## src/rtl/sed_pkg.sv

```systemverilog
// Shared types, widths and constants of the scan-line edge triple detector.
`default_nettype none

package sed_pkg;

    localparam int SAMPLE_W   = 8;
    localparam int CFG_W      = 8;
    localparam int CFG_IDX_W  = 2;
    localparam int POS_OUT_W  = 10;
    localparam int SCORE_W    = 18;
    localparam int MEAN_W     = 16;
    localparam int SEED_SUM_W = 10;
    localparam int DEV_W      = 18;
    localparam int MUL_A_W    = 8;
    localparam int MUL_B_W    = 18;
    localparam int PROD_W     = 26;
    localparam int DIST_W     = 5;
    localparam int DIST_MAX   = 31;

    localparam int MAX_LINE_DEF = 1024;
    localparam int SEED_LEN     = 4;

    localparam logic [CFG_W-1:0] EDGE_THRESHOLD_RST = 8'd127;
    localparam logic [CFG_W-1:0] MEAN_GAIN_RST      = 8'd77;
    localparam logic [CFG_W-1:0] SPACING_WEIGHT_RST = 8'd20;

    typedef enum logic [CFG_IDX_W-1:0] {
        REG_EDGE_THRESHOLD = 2'd0,
        REG_MEAN_GAIN      = 2'd1,
        REG_SPACING_WEIGHT = 2'd2
    } sed_reg_idx_t;

    typedef enum logic [2:0] {
        ST_IDLE,
        ST_SEED,
        ST_MUL_GAIN,
        ST_UPDATE,
        ST_MUL_SQUARE,
        ST_MUL_PENALTY,
        ST_SCORE,
        ST_DONE
    } sed_state_t;

    typedef enum logic [1:0] {
        MSEL_GAIN,
        MSEL_SQUARE,
        MSEL_PENALTY
    } sed_mul_sel_t;

    // Control from the sequencer to the datapath.
    typedef struct packed {
        logic         in_ready;
        logic         mul_en;
        sed_mul_sel_t mul_sel;
        logic         seed_en;
        logic         update_en;
        logic         spacing_en;
        logic         score_en;
        logic         finish_en;
    } sed_ctrl_t;

    // Status from the datapath to the sequencer.
    typedef struct packed {
        logic in_fire;
        logic seeding;
        logic new_edge;
        logic score_due;
        logic last_item;
        logic out_busy;
    } sed_stat_t;

endpackage

`default_nettype wire

```

## src/rtl/sed_stream_if.sv

```systemverilog
// Valid/ready stream interfaces for the sample input and the line result.
`default_nettype none

interface sed_in_if;
    logic                         valid;
    logic                         ready;
    logic [sed_pkg::SAMPLE_W-1:0] sample;
    logic                         last;

    modport source (output valid, output sample, output last, input ready);
    modport sink   (input valid, input sample, input last, output ready);
endinterface

interface sed_out_if;
    logic                          valid;
    logic                          ready;
    logic                          found;
    logic [sed_pkg::POS_OUT_W-1:0] first_pos;
    logic [sed_pkg::POS_OUT_W-1:0] second_pos;
    logic [sed_pkg::POS_OUT_W-1:0] third_pos;
    logic [sed_pkg::SCORE_W-1:0]   best_score;

    modport source (output valid, output found, output first_pos, output second_pos,
                    output third_pos, output best_score, input ready);
    modport sink   (input valid, input found, input first_pos, input second_pos,
                    input third_pos, input best_score, output ready);
endinterface

`default_nettype wire

```

## src/rtl/sed_mul.sv

```systemverilog
// Shared signed multiplier with a registered product.
`default_nettype none

module sed_mul (
    input  wire logic                                clk,
    input  wire logic                                en,
    input  wire logic        [sed_pkg::MUL_A_W-1:0]  a,
    input  wire logic signed [sed_pkg::MUL_B_W-1:0]  b,
    output      logic signed [sed_pkg::PROD_W-1:0]   prod_reg
);

    logic signed [sed_pkg::PROD_W:0] full;

    // The unsigned operand gains a zero sign bit; the product always fits PROD_W bits.
    assign full = $signed({1'b0, a}) * b;

    always_ff @(posedge clk)
    begin
        if (en)
        begin
            prod_reg <= full[sed_pkg::PROD_W-1:0];
        end
    end

endmodule

`default_nettype wire

```

## src/rtl/sed_seq.sv

```systemverilog
// Sequencer that steps one sample through the shared multiplier and update steps.
`default_nettype none

module sed_seq (
    input  wire logic              clk,
    input  wire logic              rst_n,
    input  wire sed_pkg::sed_stat_t stat,
    output      sed_pkg::sed_ctrl_t ctrl
);

    sed_pkg::sed_state_t state_reg;
    sed_pkg::sed_state_t state_next;

    always_ff @(posedge clk or negedge rst_n)
    begin
        if (!rst_n)
        begin
            state_reg <= sed_pkg::ST_IDLE;
        end
        else
        begin
            state_reg <= state_next;
        end
    end

    always_comb
    begin
        state_next = state_reg;
        case (state_reg)
            sed_pkg::ST_IDLE:
            begin
                if (stat.in_fire)
                begin
                    state_next = stat.seeding ? sed_pkg::ST_SEED : sed_pkg::ST_MUL_GAIN;
                end
            end
            sed_pkg::ST_SEED:        state_next = sed_pkg::ST_DONE;
            sed_pkg::ST_MUL_GAIN:    state_next = sed_pkg::ST_UPDATE;
            sed_pkg::ST_UPDATE:
            begin
                if (stat.new_edge && stat.score_due)
                begin
                    state_next = sed_pkg::ST_MUL_SQUARE;
                end
                else
                begin
                    state_next = sed_pkg::ST_DONE;
                end
            end
            sed_pkg::ST_MUL_SQUARE:  state_next = sed_pkg::ST_MUL_PENALTY;
            sed_pkg::ST_MUL_PENALTY: state_next = sed_pkg::ST_SCORE;
            sed_pkg::ST_SCORE:       state_next = sed_pkg::ST_DONE;
            sed_pkg::ST_DONE:
            begin
                if (!(stat.last_item && stat.out_busy))
                begin
                    state_next = sed_pkg::ST_IDLE;
                end
            end
            default:                 state_next = sed_pkg::ST_IDLE;
        endcase
    end

    always_comb
    begin
        ctrl = '0;
        ctrl.mul_sel = sed_pkg::MSEL_GAIN;
        case (state_reg)
            sed_pkg::ST_IDLE:        ctrl.in_ready = 1'b1;
            sed_pkg::ST_SEED:        ctrl.seed_en = 1'b1;
            sed_pkg::ST_MUL_GAIN:    ctrl.mul_en = 1'b1;
            sed_pkg::ST_UPDATE:      ctrl.update_en = 1'b1;
            sed_pkg::ST_MUL_SQUARE:
            begin
                ctrl.mul_en     = 1'b1;
                ctrl.mul_sel    = sed_pkg::MSEL_SQUARE;
                ctrl.spacing_en = 1'b1;
            end
            sed_pkg::ST_MUL_PENALTY:
            begin
                ctrl.mul_en  = 1'b1;
                ctrl.mul_sel = sed_pkg::MSEL_PENALTY;
            end
            sed_pkg::ST_SCORE:       ctrl.score_en = 1'b1;
            sed_pkg::ST_DONE:        ctrl.finish_en = !(stat.last_item && stat.out_busy);
            default:                 ctrl = '0;
        endcase
    end

endmodule

`default_nettype wire

```

## src/rtl/scanline_edge_triple_detector.sv

```systemverilog
// Top level of the scan-line edge triple detector: datapath, registers and result stage.
//
//   Channel  Dir  Handshake          Payload
//   pixels   in   valid/ready        sample[7:0], last
//   result   out  valid/ready        found, first_pos, second_pos, third_pos, best_score
//   cfg      in   cfg_we (no wait)   cfg_index[1:0], cfg_data[7:0]
//
// While the running mean is being seeded a request takes the seed step; an ordinary
// sample takes the gain pass through the single shared multiplier and the update, and a
// new transition that completes a triple adds the square and penalty passes and the score.
// On the final sample of a line the sequencer waits while the result register is
// still held by a stalled consumer. Reset clears all line state and restores the
// register defaults; no clearing pass is needed.
`default_nettype none

module scanline_edge_triple_detector #(
    parameter int MAX_LINE = sed_pkg::MAX_LINE_DEF
) (
    input  wire logic                            clk,
    input  wire logic                            rst_n,
    sed_in_if.sink                               pixels,
    sed_out_if.source                            result,
    input  wire logic                            cfg_we,
    input  wire logic [sed_pkg::CFG_IDX_W-1:0]   cfg_index,
    input  wire logic [sed_pkg::CFG_W-1:0]       cfg_data
);

    localparam int PW = $clog2(MAX_LINE);

    // Configuration registers.
    logic [sed_pkg::CFG_W-1:0] thr_reg;
    logic [sed_pkg::CFG_W-1:0] gain_reg;
    logic [sed_pkg::CFG_W-1:0] weight_reg;

    // Captured request.
    logic [sed_pkg::SAMPLE_W-1:0] sample_reg;
    logic                         last_reg;

    // Line state.
    logic [PW-1:0]                  pos_reg;
    logic [sed_pkg::SEED_SUM_W-1:0] seed_sum_reg;
    logic [sed_pkg::MEAN_W-1:0]     mean_reg;
    logic                           in_edge_reg;
    logic [PW-1:0]                  hpos0_reg;
    logic [PW-1:0]                  hpos1_reg;
    logic [sed_pkg::MEAN_W-1:0]     hstr0_reg;
    logic [sed_pkg::MEAN_W-1:0]     hstr1_reg;
    logic [1:0]                     edges_seen_reg;
    logic [sed_pkg::SCORE_W-1:0]    best_reg;
    logic [PW-1:0]                  bpos0_reg;
    logic [PW-1:0]                  bpos1_reg;
    logic [PW-1:0]                  bpos2_reg;

    // Working registers of the scoring steps.
    logic [sed_pkg::MEAN_W-1:0] mag_reg;
    logic                       far_reg;

    // Result register.
    logic                          out_valid_reg;
    logic                          out_found_reg;
    logic [sed_pkg::POS_OUT_W-1:0] out_p0_reg;
    logic [sed_pkg::POS_OUT_W-1:0] out_p1_reg;
    logic [sed_pkg::POS_OUT_W-1:0] out_p2_reg;
    logic [sed_pkg::SCORE_W-1:0]   out_score_reg;

    sed_pkg::sed_ctrl_t ctrl;
    sed_pkg::sed_stat_t stat;

    logic                                in_fire;
    logic                                out_busy;
    logic                                seeding;
    logic [sed_pkg::SEED_SUM_W-1:0]      seed_sum_next;
    logic signed [sed_pkg::DEV_W-1:0]    dev;
    logic [sed_pkg::DEV_W-1:0]           dev_abs;
    logic [sed_pkg::MEAN_W-1:0]          mag;
    logic                                edge_hit;
    logic                                new_edge;
    logic signed [sed_pkg::DEV_W-1:0]    gain_step;
    logic signed [sed_pkg::DEV_W:0]      mean_sum;
    logic [sed_pkg::MEAN_W-1:0]          mean_next;
    logic signed [PW+2:0]                spacing;
    logic [PW+1:0]                       spacing_abs;
    logic                                far;
    logic [sed_pkg::DIST_W-1:0]          spread;
    logic [sed_pkg::MUL_A_W-1:0]         mul_a;
    logic signed [sed_pkg::MUL_B_W-1:0]  mul_b;
    logic signed [sed_pkg::PROD_W-1:0]   prod;
    logic [sed_pkg::SCORE_W-1:0]         str_sum;
    logic [sed_pkg::PROD_W-1:0]          penalty;
    logic [sed_pkg::PROD_W:0]            bar;
    logic [sed_pkg::PROD_W:0]            score;
    logic                                keep;
    logic                                shift_hold;
    logic [sed_pkg::MEAN_W-1:0]          hold_str;
    logic                                load_out;
    logic [PW+sed_pkg::POS_OUT_W-1:0]    ext0;
    logic [PW+sed_pkg::POS_OUT_W-1:0]    ext1;
    logic [PW+sed_pkg::POS_OUT_W-1:0]    ext2;

    assign in_fire  = pixels.valid && pixels.ready;
    assign out_busy = out_valid_reg && !result.ready;
    assign seeding  = pos_reg < PW'(sed_pkg::SEED_LEN);

    assign stat.in_fire   = in_fire;
    assign stat.seeding   = seeding;
    assign stat.new_edge  = new_edge;
    assign stat.score_due = edges_seen_reg[1];
    assign stat.last_item = last_reg;
    assign stat.out_busy  = out_busy;

    sed_seq u_seq (
        .clk   (clk),
        .rst_n (rst_n),
        .stat  (stat),
        .ctrl  (ctrl)
    );

    assign pixels.ready = ctrl.in_ready;

    // Seeding: the mean becomes the floor of the average of the first samples.
    assign seed_sum_next = seed_sum_reg + sed_pkg::SEED_SUM_W'(sample_reg);

    // Deviation of the sample from the running mean, both in Q8.8.
    assign dev      = $signed({2'b00, sample_reg, 8'h00}) - $signed({2'b00, mean_reg});
    assign dev_abs  = dev[sed_pkg::DEV_W-1] ? sed_pkg::DEV_W'(-dev) : sed_pkg::DEV_W'(dev);
    assign mag      = dev_abs[sed_pkg::MEAN_W-1:0];
    assign edge_hit = {2'b00, dev_abs[sed_pkg::MEAN_W-1:0]} >= {2'b00, thr_reg, 8'h00};
    assign new_edge = edge_hit && !in_edge_reg;

    // The arithmetic shift of the product gives the floor of gain * dev / 256.
    assign gain_step = prod[sed_pkg::PROD_W-1:8];
    assign mean_sum  = $signed({3'b000, mean_reg}) + {gain_step[sed_pkg::DEV_W-1], gain_step};

    always_comb
    begin
        if (mean_sum[sed_pkg::DEV_W])
        begin
            mean_next = '0;
        end
        else if (mean_sum[sed_pkg::DEV_W-1:sed_pkg::MEAN_W] != '0)
        begin
            mean_next = '1;
        end
        else
        begin
            mean_next = mean_sum[sed_pkg::MEAN_W-1:0];
        end
    end

    // Spacing difference of the triple. Beyond DIST_MAX any non-zero weight gives a
    // penalty far above the largest strength sum, so the distance is clamped there.
    assign spacing     = $signed({3'b000, pos_reg}) - $signed({2'b00, hpos1_reg, 1'b0})
                       + $signed({3'b000, hpos0_reg});
    assign spacing_abs = spacing[PW+2] ? (PW+2)'(-spacing) : (PW+2)'(spacing);
    assign far         = spacing_abs > (PW+2)'(sed_pkg::DIST_MAX);
    assign spread      = far ? sed_pkg::DIST_W'(sed_pkg::DIST_MAX)
                             : sed_pkg::DIST_W'(spacing_abs);

    always_comb
    begin
        case (ctrl.mul_sel)
            sed_pkg::MSEL_GAIN:
            begin
                mul_a = gain_reg;
                mul_b = dev;
            end
            sed_pkg::MSEL_SQUARE:
            begin
                mul_a = sed_pkg::MUL_A_W'(spread);
                mul_b = $signed(sed_pkg::MUL_B_W'(spread));
            end
            sed_pkg::MSEL_PENALTY:
            begin
                mul_a = weight_reg;
                mul_b = $signed(prod[sed_pkg::MUL_B_W-1:0]);
            end
            default:
            begin
                mul_a = '0;
                mul_b = '0;
            end
        endcase
    end

    sed_mul u_mul (
        .clk      (clk),
        .en       (ctrl.mul_en),
        .a        (mul_a),
        .b        (mul_b),
        .prod_reg (prod)
    );

    // Score step: the product now holds weight * spread^2, scaled by 256 here.
    assign str_sum = sed_pkg::SCORE_W'(hstr0_reg) + sed_pkg::SCORE_W'(hstr1_reg)
                   + sed_pkg::SCORE_W'(mag_reg);
    assign penalty = {prod[sed_pkg::SCORE_W-1:0], 8'h00};
    assign bar     = (sed_pkg::PROD_W+1)'(penalty) + (sed_pkg::PROD_W+1)'(best_reg);
    assign score   = (sed_pkg::PROD_W+1)'(str_sum) - (sed_pkg::PROD_W+1)'(penalty);
    assign keep    = !(far_reg && (weight_reg != '0))
                   && ((sed_pkg::PROD_W+1)'(str_sum) > bar);

    assign shift_hold = (ctrl.update_en && new_edge && !edges_seen_reg[1]) || ctrl.score_en;
    assign hold_str   = ctrl.score_en ? mag_reg : mag;
    assign load_out   = ctrl.finish_en && last_reg;

    always_ff @(posedge clk or negedge rst_n)
    begin
        if (!rst_n)
        begin
            thr_reg    <= sed_pkg::EDGE_THRESHOLD_RST;
            gain_reg   <= sed_pkg::MEAN_GAIN_RST;
            weight_reg <= sed_pkg::SPACING_WEIGHT_RST;
        end
        else if (cfg_we)
        begin
            case (cfg_index)
                sed_pkg::REG_EDGE_THRESHOLD: thr_reg    <= cfg_data;
                sed_pkg::REG_MEAN_GAIN:      gain_reg   <= cfg_data;
                sed_pkg::REG_SPACING_WEIGHT: weight_reg <= cfg_data;
                default:                     thr_reg    <= thr_reg;
            endcase
        end
    end

    always_ff @(posedge clk)
    begin
        if (in_fire)
        begin
            sample_reg <= pixels.sample;
        end
        if (ctrl.update_en)
        begin
            mag_reg <= mag;
        end
        if (ctrl.spacing_en)
        begin
            far_reg <= far;
        end
    end

    always_ff @(posedge clk or negedge rst_n)
    begin
        if (!rst_n)
        begin
            last_reg       <= 1'b0;
            pos_reg        <= '0;
            seed_sum_reg   <= '0;
            mean_reg       <= '0;
            in_edge_reg    <= 1'b0;
            hpos0_reg      <= '0;
            hpos1_reg      <= '0;
            hstr0_reg      <= '0;
            hstr1_reg      <= '0;
            edges_seen_reg <= '0;
            best_reg       <= '0;
            bpos0_reg      <= '0;
            bpos1_reg      <= '0;
            bpos2_reg      <= '0;
        end
        else
        begin
            if (in_fire)
            begin
                last_reg <= pixels.last;
            end
            if (ctrl.seed_en)
            begin
                seed_sum_reg <= seed_sum_next;
                if (pos_reg == PW'(sed_pkg::SEED_LEN - 1))
                begin
                    mean_reg <= {seed_sum_next[sed_pkg::SEED_SUM_W-1:2], 8'h00};
                end
            end
            if (ctrl.update_en)
            begin
                mean_reg    <= mean_next;
                in_edge_reg <= edge_hit;
            end
            if (ctrl.score_en && keep)
            begin
                best_reg  <= score[sed_pkg::SCORE_W-1:0];
                bpos0_reg <= hpos0_reg;
                bpos1_reg <= hpos1_reg;
                bpos2_reg <= pos_reg;
            end
            if (shift_hold)
            begin
                hpos0_reg <= hpos1_reg;
                hstr0_reg <= hstr1_reg;
                hpos1_reg <= pos_reg;
                hstr1_reg <= hold_str;
                if (edges_seen_reg != 2'd3)
                begin
                    edges_seen_reg <= edges_seen_reg + 2'd1;
                end
            end
            if (load_out)
            begin
                // End of line: the result is taken and the line starts afresh.
                pos_reg        <= '0;
                seed_sum_reg   <= '0;
                mean_reg       <= '0;
                in_edge_reg    <= 1'b0;
                hpos0_reg      <= '0;
                hpos1_reg      <= '0;
                hstr0_reg      <= '0;
                hstr1_reg      <= '0;
                edges_seen_reg <= '0;
                best_reg       <= '0;
                bpos0_reg      <= '0;
                bpos1_reg      <= '0;
                bpos2_reg      <= '0;
            end
            else if (ctrl.finish_en && (pos_reg != PW'(MAX_LINE - 1)))
            begin
                pos_reg <= pos_reg + PW'(1);
            end
        end
    end

    // Positions are reported in their low ten bits.
    assign ext0 = (PW + sed_pkg::POS_OUT_W)'(bpos0_reg);
    assign ext1 = (PW + sed_pkg::POS_OUT_W)'(bpos1_reg);
    assign ext2 = (PW + sed_pkg::POS_OUT_W)'(bpos2_reg);

    always_ff @(posedge clk or negedge rst_n)
    begin
        if (!rst_n)
        begin
            out_valid_reg <= 1'b0;
        end
        else if (load_out)
        begin
            out_valid_reg <= 1'b1;
        end
        else if (result.ready)
        begin
            out_valid_reg <= 1'b0;
        end
    end

    always_ff @(posedge clk)
    begin
        if (load_out)
        begin
            out_found_reg <= best_reg != '0;
            out_p0_reg    <= ext0[sed_pkg::POS_OUT_W-1:0];
            out_p1_reg    <= ext1[sed_pkg::POS_OUT_W-1:0];
            out_p2_reg    <= ext2[sed_pkg::POS_OUT_W-1:0];
            out_score_reg <= best_reg;
        end
    end

    assign result.valid      = out_valid_reg;
    assign result.found      = out_found_reg;
    assign result.first_pos  = out_p0_reg;
    assign result.second_pos = out_p1_reg;
    assign result.third_pos  = out_p2_reg;
    assign result.best_score = out_score_reg;

    // No transition can be held while the mean is still being seeded.
    a_seed_no_edges : assert property (@(posedge clk) disable iff (!rst_n)
        seeding |-> (edges_seen_reg == 2'd0) && (best_reg == '0))
        else $error("transition state not clear during seeding");

    // The block is busy in the cycle after it takes a request.
    a_busy_after_fire : assert property (@(posedge clk) disable iff (!rst_n)
        in_fire |=> !pixels.ready)
        else $error("ready again straight after a request");

    // A fresh result only follows the final sample of a line.
    a_result_from_last : assert property (@(posedge clk) disable iff (!rst_n)
        $rose(out_valid_reg) |-> $past(last_reg))
        else $error("result raised without a final sample");

    // The found flag agrees with the reported score.
    a_found_matches : assert property (@(posedge clk) disable iff (!rst_n)
        out_valid_reg |-> (out_found_reg == (out_score_reg != '0)))
        else $error("found flag disagrees with score");

endmodule

`default_nettype wire

```

## src/flat_wrapper.sv

```systemverilog
// flat-port wrapper written by rule: the top's interface ports become plain ports
module scanline_edge_triple_detector_flat 
#(
    parameter int MAX_LINE = sed_pkg::MAX_LINE_DEF
)
  (clk, rst_n, cfg_we, cfg_index, cfg_data, pixels_valid, pixels_sample, pixels_last, pixels_ready, result_valid, result_found, result_first_pos, result_second_pos, result_third_pos, result_best_score, result_ready);
  sed_in_if pixels_i ();
  sed_out_if result_i ();
  input  wire logic clk;
  input  wire logic rst_n;
  input  wire logic cfg_we;
  input  wire logic [sed_pkg::CFG_IDX_W-1:0] cfg_index;
  input  wire logic [sed_pkg::CFG_W-1:0] cfg_data;
  input wire logic [$bits(pixels_i.valid)-1:0] pixels_valid;
  input wire logic [$bits(pixels_i.sample)-1:0] pixels_sample;
  input wire logic [$bits(pixels_i.last)-1:0] pixels_last;
  output wire logic [$bits(pixels_i.ready)-1:0] pixels_ready;
  output wire logic [$bits(result_i.valid)-1:0] result_valid;
  output wire logic [$bits(result_i.found)-1:0] result_found;
  output wire logic [$bits(result_i.first_pos)-1:0] result_first_pos;
  output wire logic [$bits(result_i.second_pos)-1:0] result_second_pos;
  output wire logic [$bits(result_i.third_pos)-1:0] result_third_pos;
  output wire logic [$bits(result_i.best_score)-1:0] result_best_score;
  input wire logic [$bits(result_i.ready)-1:0] result_ready;
  assign pixels_i.valid = pixels_valid;
  assign pixels_i.sample = pixels_sample;
  assign pixels_i.last = pixels_last;
  assign pixels_ready = pixels_i.ready;
  assign result_valid = result_i.valid;
  assign result_found = result_i.found;
  assign result_first_pos = result_i.first_pos;
  assign result_second_pos = result_i.second_pos;
  assign result_third_pos = result_i.third_pos;
  assign result_best_score = result_i.best_score;
  assign result_i.ready = result_ready;
  scanline_edge_triple_detector #(.MAX_LINE(MAX_LINE)) u_core (.clk(clk), .rst_n(rst_n), .pixels(pixels_i), .result(result_i), .cfg_we(cfg_we), .cfg_index(cfg_index), .cfg_data(cfg_data));
endmodule
```

## config.mk

```make
export PLATFORM = sky130hd
export DESIGN_NAME = scanline_edge_triple_detector_flat
export DESIGN_NICKNAME = d
export VERILOG_FILES = /design/src/rtl/sed_pkg.sv /design/src/rtl/sed_stream_if.sv /design/src/rtl/sed_mul.sv /design/src/rtl/sed_seq.sv /design/src/rtl/scanline_edge_triple_detector.sv /design/src/flat_wrapper.sv
export SDC_FILE = /design/constraint.sdc
export NUM_CORES = 1
export LEC_CHECK = 0
export BUFFER_PORTS_ARGS = -buffer_cell sky130_fd_sc_hd__clkbuf_2
export CAP_MARGIN = 25
export CORE_MARGIN = 2
export CORE_UTILIZATION = 40
export CTS_BUF_LIST = sky130_fd_sc_hd__clkbuf_8 sky130_fd_sc_hd__clkbuf_16
export DETAILED_ROUTE_END_ITERATION = 10
export MAX_ROUTING_LAYER = met4
export SETUP_SLACK_MARGIN = 0.02
export SYNTH_ARGS = -nofsm -noshare
export SYNTH_HDL_FRONTEND = slang
export SYNTH_SLANG_ARGS = --single-unit
```

## constraint.sdc

```tcl
create_clock -name clk -period 10 [get_ports clk]
set_input_delay 2 -clock clk [delete_from_list [all_inputs] [get_ports clk]]
set_output_delay 2 -clock clk [all_outputs]
set_load 0.05 [all_outputs]
```

==> metrics.csv, run 1 <==
metric,value,unit
most frequent cells in the layout,"inv_1, nor2_1, ha_1",
status,finished clean,
DRT Pass-1 Iters,5,
max_cap viols,0,
Post-Syn Nets,2628,
worst r2r dst,u_core.u_mul.prod_reg[19]$_DFFE_PP_,
initial antenna violation count,1,
fillers,5319,
Layout Nets,2688,
synthesized instance count,2299,
Die Area,0.0572,mm2
layout cell share with drive strength beyond 1,13.9,%
Core ar.,0.0549,mm2
CP max FO,10,
Clock transition at path regs,0.06,ns
DRT antenna net count,0,
sum of negative setup slack,0,ns
CP Class,flip-flop to flip-flop,
Worst Setup End Kind,flip-flop,
first-pass GRT wire length,92.6,mm
ys flop type,dfrtp_1,
largest net degree at the start of global routing,85,
Chip Width,239,um
max incr delay on CP,0.54,ns
Slew Limit Fails,0,
Starting Density,40.3,%
"Async S/R FF share, synth",62.7,%
maximum buffer depth of the clock tree,3,
Setup crit end,u_core.u_mul.prod_reg[19]$_DFFE_PP_,
register area share after synthesis,32.6,%
CTS root buffer,clkbuf_16,
Die H,239,um
endpoints failing setup,0,
port buffer count,74,
clk_lat worst skew,0.59,ns
final period utilization,93.8,%
io pins,75,
yosys warns,0,
"commonest non-fill, non-tap cell in the layout",inv_1,
remaining routing DRC violations,0,
Tmin final,9.38,ns
max reg flops,26,
CP Data Required Time,10.32,ns
R2R Setup Slk,0.62,ns
via count,16697,
maximum clock frequency,0.107,GHz
Worst Hold Class,flip-flop to flip-flop,
1st-iter DRT viols,1090,
Worst Reg2Reg Path Length in Cells,38,
sinks on the clock net,268,
synthesis-to-finish area growth,10.1,%
GP Congestion,0.935,
Final Skew,0.0274,ns
H-tree lvl count,1,
Post-Syn Area,0.0221,mm2
Post-synth EDFFs,100,
top-area cell type share of the netlist area,17.5,%
"flops & latches, synth",268,
all-layer global routing usage,21.0,%
leading area contributor after synthesis,dfrtp_1,
GRT overflow,0,
largest cells by area after synthesis,"dfrtp_1, edfxtp_1, fa_1, ha_1, inv_1",
via/cell ratio,5.41,
syn avg cell area,9.63,um2
Synth cell types,105,
worst reg2reg startpoint,u_core.pos_reg[1]$_DFFE_PN0P_,
Tightest Pin Transition,0.997,ns
Detailed Route WL,56.8,mm
Worst setup startpoint,u_core.pos_reg[1]$_DFFE_PN0P_,
CTS tree,built,
hpwl dp,44.4,mm
final hold violations,0,
vias in the first global route,17062,
arrival time at the worst endpoint,9.70,ns
unrepaired setup endpoints after global routing,no,
CP max-delay cell,fa_1,
CTS buffer count,30,
per-cell routed wire length,18.4,um
Slew HR,33.6,%
crit path launch type,flip-flop,
row count,86,
==> per-layer routing <==
| layer | part of all wire [%] | wire (um) | global-route usage, % | vias up |
|---|---|---|---|---|
| li1 | - | - | - | 8082 |
| met1 | 46 | 26400 | 28.2 | 8154 |
| met2 | 46 | 26100 | 33.4 | 372 |
| met3 | 4.8 | 2730 | 2.90 | 89 |
| met4 | 2.8 | 1610 | 5.78 | 0 |
| met5 | 0 | 0 | - | - |
==> through the flow <==
step                      cells  hold WS [ns]  setup WS, ns  util (%)  area (um2)
after CTS                  3081         0.449         0.149      44.1       24200
final                      3088         0.447         0.616      44.4       24400
after floorplan            2299         0.425          1.26         -       22100
after global placement     3024         0.435         0.407      42.2       23200
after global routing       3088         0.456       0.00443      44.4       24400
after detailed placement   3025         0.435         0.198      42.3       23200
==> logic make-up (layout without fill, tap and decap cells) <==
group / Yosys count / in the layout / share of synthesized area, %
XOR/XNOR: 131 / 131 / 5.27
flip-flops: 268 / 268 / 32.6
multiplexers: 59 / 59 / 2.80
AO/OA/AOI/OAI: 505 / 505 / 15.8
other: 0 / 1 / 0
AND/OR/NAND/NOR: 663 / 663 / 15.4
buffers and inverters: 368 / 452 / 6.78
adder cells (fa/ha/maj): 305 / 305 / 21.3
==> how the worst min path moves through the flow <==
stage / depth (start not counted) / slack, ns / from / end
2_1_floorplan: 0 / 0.42 / u_core.bpos0_reg[0]$_DFFE_PN0P_ / u_core.result.first_pos[0]$_DFFE_PP_
3_3_place_gp: 0 / 0.43 / u_core.best_reg[4]$_DFFE_PN0P_ / u_core.result.best_score[4]$_DFFE_PP_
3_5_place_dp: 0 / 0.44 / u_core.bpos2_reg[8]$_DFFE_PN0P_ / u_core.result.third_pos[8]$_DFFE_PP_
4_1_cts: 0 / 0.45 / u_core.bpos2_reg[8]$_DFFE_PN0P_ / u_core.result.third_pos[8]$_DFFE_PP_
5_1_grt: 0 / 0.46 / u_core.bpos2_reg[6]$_DFFE_PN0P_ / u_core.result.third_pos[6]$_DFFE_PP_
6_report: 0 / 0.45 / u_core.bpos2_reg[8]$_DFFE_PN0P_ / u_core.result.third_pos[8]$_DFFE_PP_
==> synthesized netlist by cell type (17+ instances only) <==
master / count
mux2i_1: 35
clkbuf_1: 42
a31oi_1: 25
dfrtp_1: 155
ha_1: 185
o21a_1: 30
nand3_1: 71
nor2_1: 205
nor3_1: 32
xor2_1: 40
mux2_2: 24
edfxtp_1: 100
fa_1: 120
inv_1: 290
nand3_2: 34
nand2b_1: 18
buf_2: 17
xnor2_1: 90
a21oi_1: 101
a21o_1: 47
o21ai_0: 121
nand2_1: 150
and3_1: 18
nor2b_1: 22
o21ai_2: 38
==> layout make-up <==
| cell class | instances | area (um2) | area share (%) |
|---|---|---|---|
| multi-input cells | 1663 | 13500 | 55.5 |
| flip-flops and latches | 268 | 7220 | 29.7 |
| inverters | 291 | 1090 | 4.49 |
| well taps | 704 | 881 | 3.62 |
| clock buffers | 35 | 831 | 3.41 |
| repair buffers | 105 | 642 | 2.64 |
| clock inverters | 21 | 168 | 0.688 |
| diodes | 1 | 2.50 | 0.0103 |
==> worst max-delay path, delay by kind of cell (launching register included) <==
family / cells / cell delay [ns]
AOI/OAI and AO/OA: 16 / 3.84
adders and majority gates: 8 / 3.12
and+or+nand+nor: 6 / 0.95
buffers and inverters: 6 / 0.56
DFF: 1 / 0.45
muxes: 1 / 0.11
xor gates and xnor gates: 1 / 0.08
==> repair_timing <==
| action | CTS | global route |
|---|---|---|
| setup buffers | 0 | 6 |
| hold endpoints to repair | 0 | 0 |
| endpoints found under the setup margin | 0 | 11 |
| resized for setup | 0 | 12 |
| hold buffers | 0 | 0 |
Power of run 1 is left out: the tool's default activity adds up to more than one toggle a clock period on the data nets, which glitch-free logic cannot reach.
==> run 2, diff against run 1 <==
PLACE_DENSITY = 0.63   (was not set)
==> run 2 against run 1 <==
  * Utilization decreased by 0.27 points
  * Via count increased by 0.77%
  * Register-to-register slack improved by 0.09 ns
  * Non-clock buffer count decreased by 7
  * Hold slack got worse by 0.0035 ns
  * Global-route usage decreased by 0.088 points
  * Highest routed layer unchanged
  * Critical path depth increased by 1
  * Sequential cell count unchanged
  * First-iteration DRC count decreased by 2.8%
  * Die area unchanged
==> metrics.csv, run 2 (synthesis gave the netlist of run 1 again) <==
metric,value,unit,change
io pins,75,,unchanged
all-layer global routing usage,20.9,%,-0.088 points
endpoints failing setup,0,,unchanged
max_cap viols,0,,unchanged
vias in the first global route,17236,,+1.0%
fillers,5260,,-1.1%
sinks on the clock net,268,,unchanged
most frequent cells in the layout,"inv_1, nor2_1, ha_1",,
setup ws final,0.705,ns,+0.0893 ns
CP max-delay cell,fa_1,,
layout cell share with drive strength beyond 1,13.5,%,-0.39 points
1st-iter DRT viols,1059,,-2.8%
Die Area,0.0572,mm2,unchanged
Worst Reg2Reg Path Length in Cells,39,,+2.6%
GP Congestion,0.898,,-3.9%
Starting Density,40.3,%,unchanged
via count,16826,,+0.77%
GRT overflow,0,,unchanged
Tightest Pin Transition,1.03,ns,+0.0297 ns
CP dominant cell by count,inv_1,,
first-pass GRT wire length,92.3,mm,-0.30%
largest net degree at the start of global routing,86,,+1.2%
Die H,239,um,unchanged
CTS root buffer,clkbuf_16,,
clk_lat worst skew,0.60,ns,about the same
initial antenna violation count,0,,-1
CTS tree,built,,
Tmin final,9.29,ns,-0.0892 ns
per-cell routed wire length,18.3,um,-0.48%
"commonest non-fill, non-tap cell in the layout",inv_1,,
family with the most delay on the worst path,adder cells,,
Layout Nets,2682,,-0.22%
Place WS,0.628,ns,+0.430 ns
Final Skew,0.0215,ns,-0.00588 ns
worst reg2reg startpoint,u_core.pos_reg[1]$_DFFE_PN0P_,,
hold path depth,0,,unchanged
status,finished clean,,
Clock transition at path regs,0.06,ns,about the same
Worst Setup End Kind,flip-flop,,
synthesis-to-finish area growth,9.38,%,
worst r2r dst,u_core.u_mul.prod_reg[24]$_DFFE_PP_,,
hold_sp,u_core.bpos0_reg[2]$_DFFE_PN0P_,,
Post-CTS Hold Buffers,0,,unchanged
CP Data Required Time,10.35,ns,+0.03 ns
Detailed Route WL,56.4,mm,-0.64%
row count,86,,unchanged
DRT antenna net count,0,,unchanged
Chip Width,239,um,unchanged
R2R Setup Slk,0.71,ns,+0.09 ns
CP Class,flip-flop to flip-flop,,
maximum clock frequency,0.108,GHz,+0.96%
Worst Hold Class,flip-flop to flip-flop,,
unrepaired setup endpoints after global routing,no,,
final hold violations,0,,unchanged
Core ar.,0.0549,mm2,unchanged
CP Buf/Inv Count,9,,+3
Slew Limit Fails,0,,unchanged
Slew HR,31.3,%,-2.3 points
CP max FO,17,,+7
final period utilization,92.9,%,-0.89 points
maximum buffer depth of the clock tree,3,,unchanged
CTS buffer count,31,,+3.3%
remaining routing DRC violations,0,,unchanged
sum of negative setup slack,0,ns,unchanged
hpwl dp,44.2,mm,-0.58%
max incr delay on CP,0.53,ns,about the same
DRT Pass-1 Iters,5,,unchanged
WHS Endpoint,u_core.result.first_pos[2]$_DFFE_PP_,,
H-tree lvl count,1,,unchanged
via/cell ratio,5.46,,+0.94%
max reg flops,26,,unchanged
arrival time at the worst endpoint,9.64,ns,-0.06 ns
port buffer count,74,,unchanged
crit path launch type,flip-flop,,
## run 2: changes by cell type in the layout (fill, tap and decap cells not counted), sizes merged
cell and change:
buf -7, bufinv -2, clkinv +1, clkinvlp +1, inv +2
## run 2: worst max-delay path by stage
stage	start	end	slack, ns	cells after the start
2_1_floorplan	u_core.hpos1_reg[1]$_DFFE_PN0P_	u_core.u_mul.prod_reg[25]$_DFFE_PP_	1.26	41
3_3_place_gp	u_core.pos_reg[1]$_DFFE_PN0P_	u_core.u_mul.prod_reg[25]$_DFFE_PP_	0.77	36
3_5_place_dp	u_core.pos_reg[1]$_DFFE_PN0P_	u_core.u_mul.prod_reg[25]$_DFFE_PP_	0.63	38
4_1_cts	u_core.pos_reg[1]$_DFFE_PN0P_	u_core.u_mul.prod_reg[25]$_DFFE_PP_	0.55	38
5_1_grt	u_core.hpos1_reg[1]$_DFFE_PN0P_	u_core.u_mul.prod_reg[24]$_DFFE_PP_	0.04	43
6_report	u_core.pos_reg[1]$_DFFE_PN0P_	u_core.u_mul.prod_reg[24]$_DFFE_PP_	0.71	39
## run 2: through the flow
step	hold WS, ns	cells	util (%)	area (um2)
6_report	0.443	3083	44.1	24200
5_1_grt	0.450	3082	44.1	24200
4_1_cts	0.444	3081	44.1	24200
3_5_place_dp	0.431	3023	42.2	23200
3_3_place_gp	0.434	3022	42.2	23200
2_1_floorplan	0.425	2299	-	22100
## run 2: cell type report
type                       instances  area (um2)  share of cell area [%]
inverter                         291        1090                    4.52
tap                              704         881                    3.64
sequential                       268        7220                    29.8
clock inverter                    23         153                   0.631
clock buffer                      35         842                    3.48
antenna                            1        2.50                  0.0103
multi-input combinational       1663       13500                    55.6
timing repair buffer              98         564                    2.33
## run 2: routing by layer
| metal | track usage, % | vias to the layer above | part of all wire, % |
|---|---|---|---|
| li1 | - | 8064 | - |
| met1 | 28.1 | 8263 | 46 |
| met2 | 34.0 | 415 | 47 |
| met3 | 2.43 | 84 | 4.5 |
| met4 | 5.02 | 0 | 2.3 |
| met5 | - | - | 0 |
## run 2: timing repair
item | in CTS | in global routing
resized for setup | 0 | 3
buffers inserted | 0 | 1
endpoints found under the setup margin | 0 | 5
Power of run 2 is left out for the same reason.
==> run 3, diff against run 2 <==
CORE_UTILIZATION = 45   (was 40)
PLACE_DENSITY = 0.69   (was 0.63)
==> run 3 against run 2 <==
  * Clock skew decreased by 0.0092 ns
  * Utilization increased by 5.7 points
  * Via count increased by 0.11%
  * Register-to-register slack got worse by 0.15 ns
  * Design area increased by 0.30%
  * Routed wire length decreased by 1.5%
  * Fmax decreased by 1.6%
  * Count of clock-buffer cells in the layout decreased by 6
==> metrics.csv, run 3 (synthesis gave the netlist of run 1 again) <==
metric,value,unit,change
vias in the first global route,17255,,+0.11%
1st-iter DRT viols,1151,,+8.7%
per-cell routed wire length,18.2,um,-0.45%
initial antenna violation count,0,,unchanged
sum of negative setup slack,0,ns,unchanged
"commonest non-fill, non-tap cell in the layout",inv_1,,
Tightest Pin Transition,0.965,ns,-0.0611 ns
sinks on the clock net,268,,unchanged
Die H,226,um,-5.6%
Chip Width,226,um,-5.6%
final hold violations,0,,unchanged
endpoints failing setup,0,,unchanged
Starting Density,45.4,%,+5.1 points
CP max FO,7,,-10
hpwl dp,43.4,mm,-1.7%
arrival time at the worst endpoint,9.74,ns,+0.10 ns
CTS tree,built,,
Worst Setup End Kind,flip-flop,,
H-tree lvl count,1,,unchanged
maximum clock frequency,0.106,GHz,-1.6%
GRT overflow,0,,unchanged
largest net degree at the start of global routing,86,,unchanged
status,finished clean,,
port buffer count,74,,unchanged
CTS root buffer,clkbuf_16,,
Die Area,0.0510,mm2,-11%
clk_lat worst skew,0.56,ns,-0.04 ns
Post-CTS Hold Buffers,0,,unchanged
Worst Hold Class,flip-flop to flip-flop,,
via/cell ratio,5.52,,+1.2%
Layout Nets,2691,,+0.34%
Place WS,0.415,ns,-0.213 ns
CP Data Required Time,10.30,ns,-0.05 ns
remaining routing DRC violations,0,,unchanged
CP max-delay cell,fa_1,,
Placed Area,0.0232,mm2,about the same
Finished Cell Area,0.0243,mm2,+0.30%
CP Class,flip-flop to flip-flop,,
final period utilization,94.4,%,+1.5 points
row count,81,,-5.8%
max incr delay on CP,0.54,ns,about the same
setup ws final,0.558,ns,-0.147 ns
crit path launch type,flip-flop,,
hold_ws,0.451,ns,+0.00783 ns
Clock transition at path regs,0.07,ns,about the same
all-layer global routing usage,23.1,%,+2.2 points
Core ar.,0.0487,mm2,-11%
most frequent cells in the layout,"inv_1, nor2_1, ha_1",,
Slew Limit Fails,0,,unchanged
Slew HR,35.7,%,+4.4 points
GP Congestion,0.932,,+3.7%
io pins,75,,unchanged
DRT Pass-1 Iters,5,,unchanged
DRT antenna net count,0,,unchanged
maximum buffer depth of the clock tree,3,,unchanged
max_cap viols,0,,unchanged
max reg flops,26,,unchanged
CTS buffer count,29,,-6.5%
Tmin final,9.44,ns,+0.147 ns
Final Skew,0.0123,ns,-0.00917 ns
via count,16845,,+0.11%
layout cell share with drive strength beyond 1,13.9,%,+0.38 points
first-pass GRT wire length,91.3,mm,-1.1%
Detailed Route WL,55.6,mm,-1.5%
synthesis-to-finish area growth,9.71,%,
[run 3: metal layers]
metal | global-route usage (%) | wire length (um)
met3 | 2.34 | 2410
met1 | 31.0 | 25500
met5 | - | 0
met4 | 5.77 | 1390
met2 | 37.7 | 26300
[run 3: layout make-up]
| class | count | area, um2 |
|---|---|---|
| clock buffer | 29 | 726 |
| multi-input combinational | 1663 | 13500 |
| timing repair buffer | 109 | 676 |
| inverter | 291 | 1090 |
| clock inverter | 25 | 267 |
| sequential | 268 | 7220 |
| tap | 664 | 831 |
| antenna | 1 | 2.50 |
| fill | 4469 | 24500 |
[run 3: final timing paths]
path,from,to,slack [ns],depth (start not counted)
max in group asynchronous,rst_n,u_core.bpos0_reg[8]$_DFFE_PN0P_,6.64,3
min reg2reg,u_core.bpos0_reg[6]$_DFFE_PN0P_,u_core.result.first_pos[6]$_DFFE_PP_,0.45,0
min in group asynchronous,rst_n,u_core.seed_sum_reg[5]$_DFFE_PN0P_,1.38,1
max reg2reg,u_core.pos_reg[1]$_DFFE_PN0P_,u_core.u_mul.prod_reg[25]$_DFFE_PP_,0.56,37
min,u_core.bpos0_reg[6]$_DFFE_PN0P_,u_core.result.first_pos[6]$_DFFE_PP_,0.45,0
max,u_core.pos_reg[1]$_DFFE_PN0P_,u_core.u_mul.prod_reg[25]$_DFFE_PP_,0.56,37
[run 3: critical path: cells and delay by family (launching register included)]
family          cells  cell delay, ns
compound gates     16            3.75
fa+ha+maj           8            3.09
simple gates        5            0.87
buf+inv             6            0.65
flops               1            0.45
xor+xnor            2            0.34
[run 3: what timing repair did]
action | 4_1_cts | 5_1_grt
resized for setup | 0 | 5
setup endpoints to repair | 0 | 8
buffers inserted | 0 | 4
[run 3: stage by stage]
step | std cells | util, %
finish | 3050 | 49.8
detailed placement | 2990 | 47.6
global placement | 2989 | 47.5
global route | 3049 | 49.8
CTS | 3044 | 49.6
floorplan | 2299 | -
Power of run 3 is left out for the same reason.
